File: config.mk
export PLATFORM = sky130hd
export DESIGN_NAME = dac_waveform_command_sequencer
export DESIGN_NICKNAME = d
export VERILOG_FILES = /design/src/rtl/core/dwcs_pkg.sv /design/src/rtl/core/dwcs_front.sv /design/src/rtl/core/dwcs_queue.sv /design/src/rtl/core/dwcs_back.sv /design/src/rtl/core/dac_waveform_command_sequencer.sv
export SDC_FILE = /design/constraint.sdc
export NUM_CORES = 2
export LEC_CHECK = 0
export ABC_AREA = 0
export BUFFER_PORTS_ARGS = -buffer_cell sky130_fd_sc_hd__buf_2
export CORE_MARGIN = 2
export CORE_UTILIZATION = 60
export CTS_CLUSTER_DIAMETER = 60
export DETAILED_ROUTE_END_ITERATION = 10
export PLACE_DENSITY = 0.77
export RECOVER_POWER = 25
export SLEW_MARGIN = 30
export SYNTH_ARGS = -nofsm -noshare
export SYNTH_HDL_FRONTEND = slang
export SYNTH_SLANG_ARGS = --single-unit
File: constraint.sdc
create_clock -name clk -period 92.8 [get_ports clk]
set_input_delay 13.92 -clock clk [delete_from_list [all_inputs] [get_ports clk]]
set_output_delay 13.92 -clock clk [all_outputs]
set_load 0.005 [all_outputs]
File: src/rtl/core/dwcs_pkg.sv
// ----------------------------------------------------------------------------
// dwcs_pkg
// Types, widths and codes shared by the waveform command sequencer modules.
// ----------------------------------------------------------------------------
`timescale 1ns / 1ps
`default_nettype none

package dwcs_pkg;

  localparam int CLK_HZ_W   = 28;
  localparam int ACT_W      = 3;
  localparam int FUNC_W     = 2;
  localparam int TIME_W     = 32;
  localparam int CODES_W    = 64;
  localparam int SLOT_W     = 16;
  localparam int LANES      = 4;
  localparam int CYC_W      = 32;
  localparam int KIND_W     = 2;

  localparam int CFG_IDX_W  = 2;
  localparam int CFG_DATA_W = 32;

  localparam int DEF_CHANNELS   = 4;
  localparam int DEF_CODE_WIDTH = 16;

  localparam int CLK_HZ_RST = 50000000;
  localparam int ACT_RST    = 4;

  // Cycle conversion: floor((t * hz + 32768000) / 65536000), split as a
  // shift by 2^16 followed by a division by 1000.
  localparam int ROUND_HALF = 32768000;
  localparam int SHIFT      = 16;
  localparam int DIV_K      = 1000;
  localparam int PROD_W     = TIME_W + CLK_HZ_W;
  localparam int SUM_W      = PROD_W + 1;
  localparam int V_W        = SUM_W - SHIFT;
  localparam int HI_W       = V_W - CYC_W;
  localparam int REM_W      = 10;
  localparam int DIV_STEPS  = 4;
  localparam int DIV_STGS   = CYC_W / DIV_STEPS;

  localparam int Q_DEPTH    = 2;

  typedef enum logic [CFG_IDX_W-1:0] {
    REG_CLOCK_HZ = 2'd0,
    REG_ACTIVE   = 2'd1
  } reg_idx_t;

  typedef enum logic [FUNC_W-1:0] {
    FUNC_DATA  = 2'd0,
    FUNC_FLUSH = 2'd1,
    FUNC_ABORT = 2'd2
  } func_t;

  typedef enum logic [KIND_W-1:0] {
    KIND_NOOP    = 2'd0,
    KIND_ON_TRIG = 2'd1,
    KIND_DELAY   = 2'd2
  } cmd_kind_t;

  // One classified word handed from the front end to the back end.
  typedef struct packed {
    func_t              func;
    logic               noop;
    logic               on_trig;
    logic [CYC_W-1:0]   delay;
    logic [CODES_W-1:0] codes;
  } q_entry_t;

endpackage : dwcs_pkg

`default_nettype wire

File: src/rtl/core/dwcs_front.sv
// ----------------------------------------------------------------------------
// dwcs_front
// Accepts input words, masks lanes, converts timestamps to clock counts in a
// pipeline and classifies each row into a command entry.
// ----------------------------------------------------------------------------
`timescale 1ns / 1ps
`default_nettype none

module dwcs_front #(
  parameter int CHANNELS   = dwcs_pkg::DEF_CHANNELS,
  parameter int CODE_WIDTH = dwcs_pkg::DEF_CODE_WIDTH
) (
  input  wire logic                           clk,
  input  wire logic                           rst_n,
  input  wire logic [dwcs_pkg::CLK_HZ_W-1:0]  clock_hz,
  input  wire logic [dwcs_pkg::ACT_W-1:0]     active_channels,
  input  wire logic                           in_valid,
  output logic                                in_ready,
  input  wire logic [dwcs_pkg::FUNC_W-1:0]    in_func,
  input  wire logic [dwcs_pkg::TIME_W-1:0]    in_row_time,
  input  wire logic [dwcs_pkg::CODES_W-1:0]   in_channel_codes,
  output logic                                q_valid,
  input  wire logic                           q_ready,
  output dwcs_pkg::q_entry_t                  q_entry
);
  import dwcs_pkg::*;

  typedef struct packed {
    func_t              func;
    logic               trig;
    logic [CODES_W-1:0] codes;
  } fe_item_t;

  typedef struct packed {
    fe_item_t           item;
    logic               sat;
    logic [REM_W-1:0]   rem;
    logic [CYC_W-1:0]   work;
  } div_stg_t;

  logic                en;
  logic                acc;

  logic                seen_r, seen_nxt;
  logic [TIME_W-1:0]   last_time_r, last_time_nxt;
  logic [CYC_W-1:0]    last_cyc_r, last_cyc_nxt;

  logic                vld0_r, vld0_nxt;
  fe_item_t            item0_r, item0_nxt;
  logic [TIME_W-1:0]   time0_r;

  logic                vld1_r, vld1_nxt;
  fe_item_t            item1_r;
  logic [PROD_W-1:0]   prod1_r, prod1_nxt;

  logic [DIV_STGS:0]   dvld_r, dvld_nxt;
  div_stg_t            dstg_r   [DIV_STGS+1];
  div_stg_t            dstg_nxt [DIV_STGS+1];

  logic [ACT_W-1:0]    act_n;
  logic [CODES_W-1:0]  codes_f;
  logic [SUM_W-1:0]    sum2;
  logic [V_W-1:0]      v2;
  logic [CYC_W-1:0]    clks;
  logic                push;

  assign en       = !dvld_r[DIV_STGS] || q_ready;
  assign in_ready = en;
  assign acc      = in_valid && en;

  // Lane masking, and reduction of each code to CODE_WIDTH bits sign-extended to its slot.
  always_comb begin
    logic [CODE_WIDTH-1:0] lane;
    act_n   = (active_channels > ACT_W'(CHANNELS)) ? ACT_W'(CHANNELS) : active_channels;
    codes_f = '0;
    for (int i = 0; i < LANES; i++) begin
      lane = in_channel_codes[SLOT_W*i +: CODE_WIDTH];
      if (ACT_W'(i) < act_n) begin
        codes_f[SLOT_W*i +: SLOT_W] = SLOT_W'(signed'(lane));
      end
    end
  end

  // Entry stage and trigger tracking.
  always_comb begin
    seen_nxt       = seen_r;
    last_time_nxt  = last_time_r;
    vld0_nxt       = en ? 1'b0 : vld0_r;
    item0_nxt      = item0_r;
    item0_nxt.func = func_t'(in_func);
    item0_nxt.trig = !seen_r || (in_row_time < last_time_r);
    item0_nxt.codes = codes_f;
    if (acc) begin
      case (in_func)
        FUNC_DATA: begin
          vld0_nxt      = 1'b1;
          seen_nxt      = 1'b1;
          last_time_nxt = in_row_time;
        end
        FUNC_FLUSH, FUNC_ABORT: begin
          vld0_nxt = 1'b1;
          seen_nxt = 1'b0;
        end
        default: begin
          vld0_nxt = 1'b0;
        end
      endcase
    end
  end

  assign vld1_nxt  = en ? vld0_r : vld1_r;
  assign prod1_nxt = PROD_W'(time0_r) * PROD_W'(clock_hz);

  // Rounding offset, shift by 2^16 and saturation check.
  assign sum2 = SUM_W'(prod1_r) + SUM_W'(ROUND_HALF);
  assign v2   = sum2[SUM_W-1:SHIFT];

  always_comb begin
    logic [REM_W:0] r;
    dstg_nxt[0].item = item1_r;
    dstg_nxt[0].sat  = v2[V_W-1:CYC_W] >= HI_W'(DIV_K);
    dstg_nxt[0].rem  = v2[CYC_W+REM_W-1:CYC_W];
    dstg_nxt[0].work = v2[CYC_W-1:0];
    // Restoring division by 1000, four quotient bits per stage.
    for (int k = 0; k < DIV_STGS; k++) begin
      dstg_nxt[k+1] = dstg_r[k];
      for (int j = 0; j < DIV_STEPS; j++) begin
        r = {dstg_nxt[k+1].rem, dstg_nxt[k+1].work[CYC_W-1]};
        if (r >= (REM_W+1)'(DIV_K)) begin
          dstg_nxt[k+1].rem  = REM_W'(r - (REM_W+1)'(DIV_K));
          dstg_nxt[k+1].work = {dstg_nxt[k+1].work[CYC_W-2:0], 1'b1};
        end else begin
          dstg_nxt[k+1].rem  = r[REM_W-1:0];
          dstg_nxt[k+1].work = {dstg_nxt[k+1].work[CYC_W-2:0], 1'b0};
        end
      end
    end
    dvld_nxt = en ? {dvld_r[DIV_STGS-1:0], vld1_r} : dvld_r;
  end

  // Classification at the tail of the pipeline.
  assign clks = dstg_r[DIV_STGS].sat ? '1 : dstg_r[DIV_STGS].work;

  always_comb begin
    q_entry.func  = dstg_r[DIV_STGS].item.func;
    q_entry.codes = dstg_r[DIV_STGS].item.codes;
    if (dstg_r[DIV_STGS].item.trig) begin
      if (clks == '0) begin
        q_entry.noop    = 1'b0;
        q_entry.on_trig = 1'b1;
        q_entry.delay   = '0;
      end else begin
        q_entry.noop    = 1'b1;
        q_entry.on_trig = 1'b0;
        q_entry.delay   = clks;
      end
    end else begin
      q_entry.noop    = 1'b0;
      q_entry.on_trig = 1'b0;
      q_entry.delay   = clks - last_cyc_r;
    end
  end

  assign q_valid      = dvld_r[DIV_STGS];
  assign push         = q_valid && q_ready;
  assign last_cyc_nxt = (push && dstg_r[DIV_STGS].item.func == FUNC_DATA) ? clks : last_cyc_r;

  always_ff @(posedge clk) begin
    if (!rst_n) begin
      seen_r      <= 1'b0;
      last_time_r <= '0;
      last_cyc_r  <= '0;
      vld0_r      <= 1'b0;
      vld1_r      <= 1'b0;
      dvld_r      <= '0;
    end else begin
      seen_r      <= seen_nxt;
      last_time_r <= last_time_nxt;
      last_cyc_r  <= last_cyc_nxt;
      vld0_r      <= vld0_nxt;
      vld1_r      <= vld1_nxt;
      dvld_r      <= dvld_nxt;
    end
  end

  always_ff @(posedge clk) begin
    if (en) begin
      if (acc) begin
        item0_r <= item0_nxt;
        time0_r <= in_row_time;
      end
      item1_r <= item0_r;
      prod1_r <= prod1_nxt;
      for (int k = 0; k <= DIV_STGS; k++) begin
        dstg_r[k] <= dstg_nxt[k];
      end
    end
  end

endmodule : dwcs_front

`default_nettype wire

File: src/rtl/core/dwcs_queue.sv
// ----------------------------------------------------------------------------
// dwcs_queue
// Short first-in first-out buffer of command entries between the two halves.
// ----------------------------------------------------------------------------
`timescale 1ns / 1ps
`default_nettype none

module dwcs_queue (
  input  wire logic               clk,
  input  wire logic               rst_n,
  input  wire logic               push_valid,
  output logic                    push_ready,
  input  wire dwcs_pkg::q_entry_t push_entry,
  output logic                    pop_valid,
  input  wire logic               pop_ready,
  output dwcs_pkg::q_entry_t      pop_entry
);
  import dwcs_pkg::*;

  localparam int PTR_W = (Q_DEPTH > 1) ? $clog2(Q_DEPTH) : 1;
  localparam int CNT_W = $clog2(Q_DEPTH + 1);

  q_entry_t          mem_r [Q_DEPTH];
  logic [PTR_W-1:0]  wr_ptr_r, wr_ptr_nxt;
  logic [PTR_W-1:0]  rd_ptr_r, rd_ptr_nxt;
  logic [CNT_W-1:0]  cnt_r, cnt_nxt;
  logic              do_push;
  logic              do_pop;

  assign push_ready = cnt_r != CNT_W'(Q_DEPTH);
  assign pop_valid  = cnt_r != '0;
  assign pop_entry  = mem_r[rd_ptr_r];
  assign do_push    = push_valid && push_ready;
  assign do_pop     = pop_valid && pop_ready;

  always_comb begin
    wr_ptr_nxt = wr_ptr_r;
    rd_ptr_nxt = rd_ptr_r;
    cnt_nxt    = cnt_r;
    if (do_push) begin
      wr_ptr_nxt = (wr_ptr_r == PTR_W'(Q_DEPTH - 1)) ? '0 : wr_ptr_r + 1'b1;
    end
    if (do_pop) begin
      rd_ptr_nxt = (rd_ptr_r == PTR_W'(Q_DEPTH - 1)) ? '0 : rd_ptr_r + 1'b1;
    end
    if (do_push && !do_pop) begin
      cnt_nxt = cnt_r + 1'b1;
    end else if (do_pop && !do_push) begin
      cnt_nxt = cnt_r - 1'b1;
    end
  end

  always_ff @(posedge clk) begin
    if (!rst_n) begin
      wr_ptr_r <= '0;
      rd_ptr_r <= '0;
      cnt_r    <= '0;
    end else begin
      wr_ptr_r <= wr_ptr_nxt;
      rd_ptr_r <= rd_ptr_nxt;
      cnt_r    <= cnt_nxt;
    end
  end

  always_ff @(posedge clk) begin
    if (do_push) begin
      mem_r[wr_ptr_r] <= push_entry;
    end
  end

endmodule : dwcs_queue

`default_nettype wire

File: src/rtl/core/dwcs_back.sv
// ----------------------------------------------------------------------------
// dwcs_back
// Holds the pending command and releases it, with its trigger-wait no-op,
// when the next data or flush entry arrives; an abort discards it.
// ----------------------------------------------------------------------------
`timescale 1ns / 1ps
`default_nettype none

module dwcs_back (
  input  wire logic                          clk,
  input  wire logic                          rst_n,
  input  wire logic                          q_valid,
  output logic                               q_pop,
  input  wire dwcs_pkg::q_entry_t            q_entry,
  output logic                               out_valid,
  input  wire logic                          out_ready,
  output logic [dwcs_pkg::KIND_W-1:0]        out_cmd_kind,
  output logic [dwcs_pkg::CYC_W-1:0]         out_delay_cycles,
  output logic [dwcs_pkg::CODES_W-1:0]       out_codes,
  output logic                               out_final_cmd
);
  import dwcs_pkg::*;

  logic                pend_valid_r, pend_valid_nxt;
  logic                pend_noop_r;
  logic                pend_on_trig_r;
  logic [CYC_W-1:0]    pend_delay_r;
  logic [CODES_W-1:0]  pend_codes_r;
  logic                noop_sent_r, noop_sent_nxt;

  logic                out_valid_r, out_valid_nxt;
  cmd_kind_t           out_kind_r, out_kind_nxt;
  logic [CYC_W-1:0]    out_delay_r, out_delay_nxt;
  logic [CODES_W-1:0]  out_codes_r, out_codes_nxt;
  logic                out_final_r, out_final_nxt;

  logic                is_rel_func;
  logic                rel;
  logic                emit_noop;
  logic                emit_apply;
  logic                can;
  logic                load;

  assign is_rel_func = (q_entry.func == FUNC_DATA) || (q_entry.func == FUNC_FLUSH);
  assign rel         = q_valid && is_rel_func && pend_valid_r;
  assign emit_noop   = rel && pend_noop_r && !noop_sent_r;
  assign emit_apply  = rel && !emit_noop;
  assign can         = !out_valid_r || out_ready;
  assign load        = (emit_noop || emit_apply) && can;
  assign q_pop       = q_valid && (!rel || (emit_apply && can));

  always_comb begin
    out_valid_nxt = out_ready ? 1'b0 : out_valid_r;
    out_kind_nxt  = out_kind_r;
    out_delay_nxt = out_delay_r;
    out_codes_nxt = out_codes_r;
    out_final_nxt = out_final_r;
    if (load) begin
      out_valid_nxt = 1'b1;
      if (emit_noop) begin
        out_kind_nxt  = KIND_NOOP;
        out_delay_nxt = '0;
        out_codes_nxt = '0;
        out_final_nxt = 1'b0;
      end else begin
        out_kind_nxt  = pend_on_trig_r ? KIND_ON_TRIG : KIND_DELAY;
        out_delay_nxt = pend_on_trig_r ? '0 : pend_delay_r;
        out_codes_nxt = pend_codes_r;
        out_final_nxt = q_entry.func == FUNC_FLUSH;
      end
    end
  end

  always_comb begin
    noop_sent_nxt  = noop_sent_r;
    pend_valid_nxt = pend_valid_r;
    if (q_pop) begin
      noop_sent_nxt  = 1'b0;
      pend_valid_nxt = q_entry.func == FUNC_DATA;
    end else if (emit_noop && can) begin
      noop_sent_nxt = 1'b1;
    end
  end

  always_ff @(posedge clk) begin
    if (!rst_n) begin
      pend_valid_r <= 1'b0;
      noop_sent_r  <= 1'b0;
      out_valid_r  <= 1'b0;
    end else begin
      pend_valid_r <= pend_valid_nxt;
      noop_sent_r  <= noop_sent_nxt;
      out_valid_r  <= out_valid_nxt;
    end
  end

  always_ff @(posedge clk) begin
    if (q_pop) begin
      pend_noop_r    <= q_entry.noop;
      pend_on_trig_r <= q_entry.on_trig;
      pend_delay_r   <= q_entry.delay;
      pend_codes_r   <= q_entry.codes;
    end
    out_kind_r  <= out_kind_nxt;
    out_delay_r <= out_delay_nxt;
    out_codes_r <= out_codes_nxt;
    out_final_r <= out_final_nxt;
  end

  assign out_valid        = out_valid_r;
  assign out_cmd_kind     = out_kind_r;
  assign out_delay_cycles = out_delay_r;
  assign out_codes        = out_codes_r;
  assign out_final_cmd    = out_final_r;

endmodule : dwcs_back

`default_nettype wire

File: src/rtl/core/dac_waveform_command_sequencer.sv
// ----------------------------------------------------------------------------
// dac_waveform_command_sequencer
// Turns timestamped waveform rows into DAC trigger-wait, apply-on-trigger and
// apply-after-delay commands.
// ----------------------------------------------------------------------------
// Usage:
// The input channel (in_*) takes one word per cycle while in_ready is high:
// a data row, an end of stream flush or an abort. The result channel (out_*)
// delivers command words with valid and ready. The configuration channel
// (cfg_*) writes clock_hz (index 0) and active_channels (index 1); it is
// always ready and must only be used while the block is idle.
// A row's command is held back until the next input word arrives, because
// that word decides whether the command is the final one. Once that next
// word is accepted, it passes through 11 pipeline stages for the millisecond
// to cycle conversion (input, multiply, round, eight divider stages), then
// through the entry queue and the output register.
// Throughput is one input word per cycle while nothing stalls; the output
// register delivers one result per cycle while out_ready is high, so a
// trigger row that releases a no-op and an apply command holds the output
// for both results in turn.
// When the receiver stalls, the output register holds its word, the queue
// fills and the pipeline and in_ready stall behind it; nothing is dropped.
// Reset clears all pending commands and trigger tracking and restores the
// registers to 50 MHz and four channels.
// ----------------------------------------------------------------------------
`timescale 1ns / 1ps
`default_nettype none

module dac_waveform_command_sequencer #(
  parameter int CHANNELS   = dwcs_pkg::DEF_CHANNELS,
  parameter int CODE_WIDTH = dwcs_pkg::DEF_CODE_WIDTH
) (
  input  wire logic                             clk,
  input  wire logic                             rst_n,
  input  wire logic                             in_valid,
  output logic                                  in_ready,
  input  wire logic [dwcs_pkg::FUNC_W-1:0]      in_func,
  input  wire logic [dwcs_pkg::TIME_W-1:0]      in_row_time,
  input  wire logic [dwcs_pkg::CODES_W-1:0]     in_channel_codes,
  output logic                                  out_valid,
  input  wire logic                             out_ready,
  output logic [dwcs_pkg::KIND_W-1:0]           out_cmd_kind,
  output logic [dwcs_pkg::CYC_W-1:0]            out_delay_cycles,
  output logic [dwcs_pkg::CODES_W-1:0]          out_codes,
  output logic                                  out_final_cmd,
  input  wire logic                             cfg_valid,
  output logic                                  cfg_ready,
  input  wire logic [dwcs_pkg::CFG_IDX_W-1:0]   cfg_index,
  input  wire logic [dwcs_pkg::CFG_DATA_W-1:0]  cfg_wdata
);
  import dwcs_pkg::*;

  logic [CLK_HZ_W-1:0] clock_hz_r, clock_hz_nxt;
  logic [ACT_W-1:0]    act_r, act_nxt;

  // Front to queue.
  logic                fq_valid;
  logic                fq_ready;
  q_entry_t            fq_entry;

  // Queue to back.
  logic                qb_valid;
  logic                qb_pop;
  q_entry_t            qb_entry;

  // Configuration writes land in the next cycle; writes to unknown indexes
  // are accepted and ignored.
  assign cfg_ready = 1'b1;

  always_comb begin
    clock_hz_nxt = clock_hz_r;
    act_nxt      = act_r;
    if (cfg_valid) begin
      case (cfg_index)
        REG_CLOCK_HZ: clock_hz_nxt = cfg_wdata[CLK_HZ_W-1:0];
        REG_ACTIVE:   act_nxt      = cfg_wdata[ACT_W-1:0];
        default:      ;
      endcase
    end
  end

  always_ff @(posedge clk) begin
    if (!rst_n) begin
      clock_hz_r <= CLK_HZ_W'(CLK_HZ_RST);
      act_r      <= ACT_W'(ACT_RST);
    end else begin
      clock_hz_r <= clock_hz_nxt;
      act_r      <= act_nxt;
    end
  end

  // Front end: accept, mask lanes, convert time and classify each row.
  dwcs_front #(
    .CHANNELS   (CHANNELS),
    .CODE_WIDTH (CODE_WIDTH)
  ) u_front (
    .clk              (clk),
    .rst_n            (rst_n),
    .clock_hz         (clock_hz_r),
    .active_channels  (act_r),
    .in_valid         (in_valid),
    .in_ready         (in_ready),
    .in_func          (in_func),
    .in_row_time      (in_row_time),
    .in_channel_codes (in_channel_codes),
    .q_valid          (fq_valid),
    .q_ready          (fq_ready),
    .q_entry          (fq_entry)
  );

  // The queue lets the back end pause on a two-result row while the front
  // keeps taking words.
  dwcs_queue u_queue (
    .clk        (clk),
    .rst_n      (rst_n),
    .push_valid (fq_valid),
    .push_ready (fq_ready),
    .push_entry (fq_entry),
    .pop_valid  (qb_valid),
    .pop_ready  (qb_pop),
    .pop_entry  (qb_entry)
  );

  // Back end: pending command and result sequencing.
  dwcs_back u_back (
    .clk              (clk),
    .rst_n            (rst_n),
    .q_valid          (qb_valid),
    .q_pop            (qb_pop),
    .q_entry          (qb_entry),
    .out_valid        (out_valid),
    .out_ready        (out_ready),
    .out_cmd_kind     (out_cmd_kind),
    .out_delay_cycles (out_delay_cycles),
    .out_codes        (out_codes),
    .out_final_cmd    (out_final_cmd)
  );

endmodule : dac_waveform_command_sequencer

`default_nettype wire

Word level (Yosys, flattened, before mapping)
Memory sizes are Yosys's and may differ from the RTL's. A register that Yosys moved wholly into a read port is not among the register bits.
Index checks and enable logic that the tools add are counted.
{"block": "word_totals", "latch_bits": 0, "ram_bits": 1190, "output_inout_bits": 102, "input_bits": 137, "reg_bits": 537, "mem_count": 2, "mem_bits_ro": 0}
{"block": "classes", "shifts": 0, "n_mux": 53, "reduce_logical": 48, "bitwise": 1, "n_div": 0, "n_addsub": 38, "eq_ne": 5, "order_cmp": 39, "n_mul": 1}
{"name": "u_front.dstg_r", "words": 9, "word_bits": 110, "rd": 9, "rd_ports_with_merged_regs": 0, "wr": 9, "line_no": "dwcs_front.sv:57", "source": "div_stg_t dstg_r [DIV_STGS+1];"}
{"name": "u_queue.mem_r", "words": 2, "word_bits": 100, "rd": 1, "rd_ports_with_merged_regs": 1, "wr": 1, "line_no": "dwcs_queue.sv:23", "source": "q_entry_t mem_r [Q_DEPTH];"}
{"cell": "$mux 42", "n": 32}
{"cell": "$ge 11x10->1 const B", "n": 32}
{"cell": "$sub 10x10->10 const B", "n": 32}
{"cell": "$mux 34", "n": 2}
{"cell": "$add 60x25->61 const B", "n": 1}
{"cell": "$mul 32x28->60", "n": 1}
{"cell": "$logic_not 32->1", "n": 1}
{"cell": "$lt 32x32->1", "n": 1}
{"cell": "$mux 32", "n": 1}
{"cell": "$sub 32x32->32", "n": 1}
{"cell": "$logic_and 1x1->1", "n": 15}
{"cell": "$ge 13x10->1 const B", "n": 1}
{"cell": "$mux 1", "n": 13}
{"cell": "$reduce_and 2->1", "n": 5}
{"cell": "$reduce_bool 2->1", "n": 5}
{"cell": "$logic_not 1->1", "n": 8}
{"cell": "$logic_not 2->1", "n": 4}
{"cell": "$eq 2x1->1 const B", "n": 3}
{"cell": "$logic_or 1x1->1", "n": 6}
{"cell": "$lt 1x3->1 const A", "n": 2}
{"cell": "$lt 2x3->1 const A", "n": 2}
{"cell": "$mux 2", "n": 3}
{"cell": "$reduce_or 2->1", "n": 3}
{"cell": "$gt 3x3->1 const B", "n": 1}
{"cell": "9 further kinds", "n": 10}

Depth between registers and ports, before layout
{"block": "logic_depth", "word_depth": 15, "ltp_mapped": 29, "ltp_nobuf": 27}

Cells and area by module
From an unflattened synthesis, not the netlist that was laid out.
{"block": "unflattened", "cells_unflattened": 7370, "area_unflattened_um2": 94523.2}
{"module": "dwcs_front", "area_per_inst_um2": 78942.0, "cells_per_inst": 6572, "n_inst": 1}
{"module": "dwcs_queue", "area_per_inst_um2": 7454.6, "cells_per_inst": 335, "n_inst": 1}
{"module": "dwcs_back", "area_per_inst_um2": 6782.8, "cells_per_inst": 326, "n_inst": 1}
{"module": "dac_waveform_command_sequencer", "area_per_inst_um2": 1343.8, "cells_per_inst": 137, "n_inst": 1}

Worst setup path before layout
Ideal clock, no wire load.
{"block": "synth_timing", "kind": "flip-flop to output port", "from": "reg u_queue.cnt_r[0]", "to": "out in_ready", "stages_incl_launch_ff": 5, "n_path_buf": 1, "arrival_time_ns": 30.042, "path_slack_ns": 48.838, "cell_sequence": "dfxtp_1 -> nand2b_1 -> nor2_1 -> inv_1 -> clkbuf_1"}
{"block": "synth_between", "elab_chain_len": 2}
{"element": "from (decl)", "line_no": "dwcs_queue.sv:26", "source": "logic [CNT_W-1:0] cnt_r, cnt_nxt;"}
{"element": "from (signal assigned)", "line_no": "dwcs_queue.sv:61", "source": "cnt_r <= cnt_nxt;"}
{"element": "$ne 2x2->1", "line_no": "dwcs_queue.sv:30", "source": "assign push_ready = cnt_r != CNT_W'(Q_DEPTH);"}
{"element": "$logic_or 1x1->1", "line_no": "dwcs_front.sv:67", "source": "assign en = !dvld_r[DIV_STGS] || q_ready;"}
{"element": "to (decl)", "line_no": "dac_waveform_command_sequencer.sv:36", "source": "output logic in_ready,"}
Every way passes these cells.

Final worst setup path
Ends and elaborated chain as after synthesis.

==> flow_summary.json <==
{
  "status": "complete, no violations",
  "fill_cells": 10900,
  "core_area_um2": 156000,
  "htree_levels": 4,
  "setup_viol": 0,
  "seq_area_frac_synth_pct": 52.9,
  "cts_made_buffers": 169,
  "placedCellCount": 9417,
  "grt-ovfl-total": 0,
  "synth-edff-count": 1578,
  "cts-root-buf": "clkbuf_16",
  "synth_top_cell_area_share_pct": 50.5,
  "yosysMostFrequentCell": "edfxtp_1",
  "wirelength_um": 190000,
  "drt-pass1-iter-count": 6,
  "track_usage_pct": 24.2,
  "start_kind": "flip-flop",
  "num_io_pins": 239,
  "cts_setup_buffers": 0,
  "finClkSkew_ns": 0.0577,
  "pre_cts_ws_ns": 75.98,
  "ys_top_cells_by_count": "edfxtp_1, inv_1, fa_1",
  "clock_path_buffers": 3,
  "finalCritPeriodShare_pct": 17.4,
  "finalMaxSlewViolations": 0,
  "yosys_register_bits": 1693,
  "finalNonFillerCells": 9740,
  "antenna_found_initial": 11,
  "fp-row-count": 145,
  "end_kind": "output port",
  "seq_area_um2": 49700,
  "synthToLayoutAreaGrowth_pct": 9.64,
  "multi_input_area_um2": 39300,
  "die_h_um": 400,
  "syn_inst": 7326,
  "setup_tns_ns": 0,
  "syn_area_per_cell_um2": 12.8,
  "async_flop_share_pct": 0,
  "cap_violations": 0,
  "crit_arrival_ns": 2.23,
  "synthTopCellsByArea": "edfxtp_1, fa_1, inv_1",
  "grt_max_degree": 206,
  "cts_hold_buf": 0,
  "wl_per_cell_um": 19.5,
  "syn_nets": 8548,
  "cts_tree": "done",
  "yosysUniqueCellTypes": 104,
  "period_needed_ns": 16.15,
  "clk_pin_slew_worst_paths_ns": 0.07,
  "hold_path.class": "flip-flop to flip-flop",
  "drt_iter0_markers": 4436,
  "rsz0062_at_grt": "no",
  "tritoncts_num_sinks": 1693,
  "hpwl_um": 125000,
  "worst_pin_slew_ns": 0.998,
  "postRouteAntennaNets": 0,
  "grt_pass1_vias": 56883,
  "start_util_pct": 60.2,
  "synth_area_leader_cell": "edfxtp_1",
  "via_per_inst": 5.64,
  "max_freq_ghz": 0.0619,
  "worstPathMaxFanout": 51,
  "die_area_um2": 160000,
  "cts-resized-gates": 0,
  "layout-drive-gt1-share_pct": 10.5,
  "place.gp.congestion": 0.878,
  "path_class": "flip-flop to output port",
  "netlist_area_um2": 93900,
  "ys.flop_type": "edfxtp_1",
  "layout_setup_ws_ns": 76.65,
  "reg2reg_setup_slack_ns": 83.37,
  "vias": 54925,
  "fin_nets": 8755,
  "grt_pass1_wl_um": 303000,
  "max_slew_margin_pct": 33.5,
  "worst_ep_required_time_ns": 78.88,
  "clk_latency_ns": 0.81,
  "ys_warn_count": 0,
  "die_w_um": 400,
  "io_buffers": 233,
  "remaining_drc_errors": 0,
  "hold_violations": 0
}
stage by stage:
step           hold WS, ns  util (%)  instance area (um^2)
2_1_floorplan        0.400         -                 93900
3_3_place_gp         0.400      62.4                 97300
3_5_place_dp         0.405      62.4                 97300
4_1_cts              0.376      66.0                103000
5_1_grt              0.386      66.0                103000
6_report             0.380      66.1                103000
state kept, by name, summed over array words and instances (netlist names), 2 cells and up, named ones only:
name,count
u_front.dstg_r,972
u_back.out_cmd_kind,2
act_r,3
u_front.dstg_nxt,67
u_back.out_delay_cycles,32
u_back.pend_delay_r,32
u_front.last_time_r,32
u_queue.mem_r,200
u_back.out_codes,64
clock_hz_r,28
u_front.last_cyc_r,32
u_queue.cnt_r,2
u_front.item0_r,67
u_front.dvld_r,9
u_front.time0_r,32
u_back.pend_codes_r,64
u_front.prod1_r,43
routing by layer:
metal  track usage, %  vias up  wire length, um
li1                 -    25093                -
met1             31.2    27583            75200
met2             41.4     1830            96400
met3             3.82      417            11900
met4             8.79        2             6270
met5                0        -               13
critical path: stages, from the launching register on:
cell      delay, ns
dfxtp_1        0.40
nand2b_1       0.18
nor2_1         0.06
buf_4          0.20
inv_8          0.34
buf_2          0.21
final timing paths:
check,endpoint,from,cells after the start
setup reg to reg,u_front.prod1_r[55]$_DFFE_PN_,clock_hz_r[9]$_SDFFE_PN0P_,24
setup / recovery,in_ready,u_queue.cnt_r[0]$_SDFFE_PN0P_,5
hold reg to reg,u_front.dstg_r[0][892]$_DFFE_PN_,u_front.dstg_r[0][778]$_DFFE_PN_,0
hold / removal,u_front.dstg_r[0][892]$_DFFE_PN_,u_front.dstg_r[0][778]$_DFFE_PN_,0
cell families after synthesis:
logic type	after synthesis	share of synthesized area, %
adder cells (fa/ha/maj)	1085	20.7
buffers and inverters	1323	5.31
other	1	0.00399
AO/OA/AOI/OAI	757	5.66
AND/OR/NAND/NOR	2072	11.3
flip-flops	1693	52.9
multiplexers	201	2.31
XOR/XNOR	194	1.81
placed cells by master (no fill, tap or decap), drive strengths merged, types with 126 or more instances in the layout:
cell	instances
edfxtp	1578
inv	1050
fa	778
nand2	761
and2	587
buf	320
ha	307
clkbuf	216
nor2	170
a21oi	145
o21ai	141
xnor2	127
mux2	126
area by class of cell:
class | count | area share [%]
Clock inverter | 93 | 0.994
Tap cell | 2058 | 2.50
Clock buffer | 216 | 4.34
Inverter | 1039 | 3.80
Timing Repair Buffer | 320 | 1.88
Antenna cell | 11 | 0.0267
Sequential cell | 1693 | 48.3
Multi-Input combinational cell | 4310 | 38.2
Power is not shown: default switching activity piles up to over one toggle a cycle in this logic, so the estimate is an artifact.
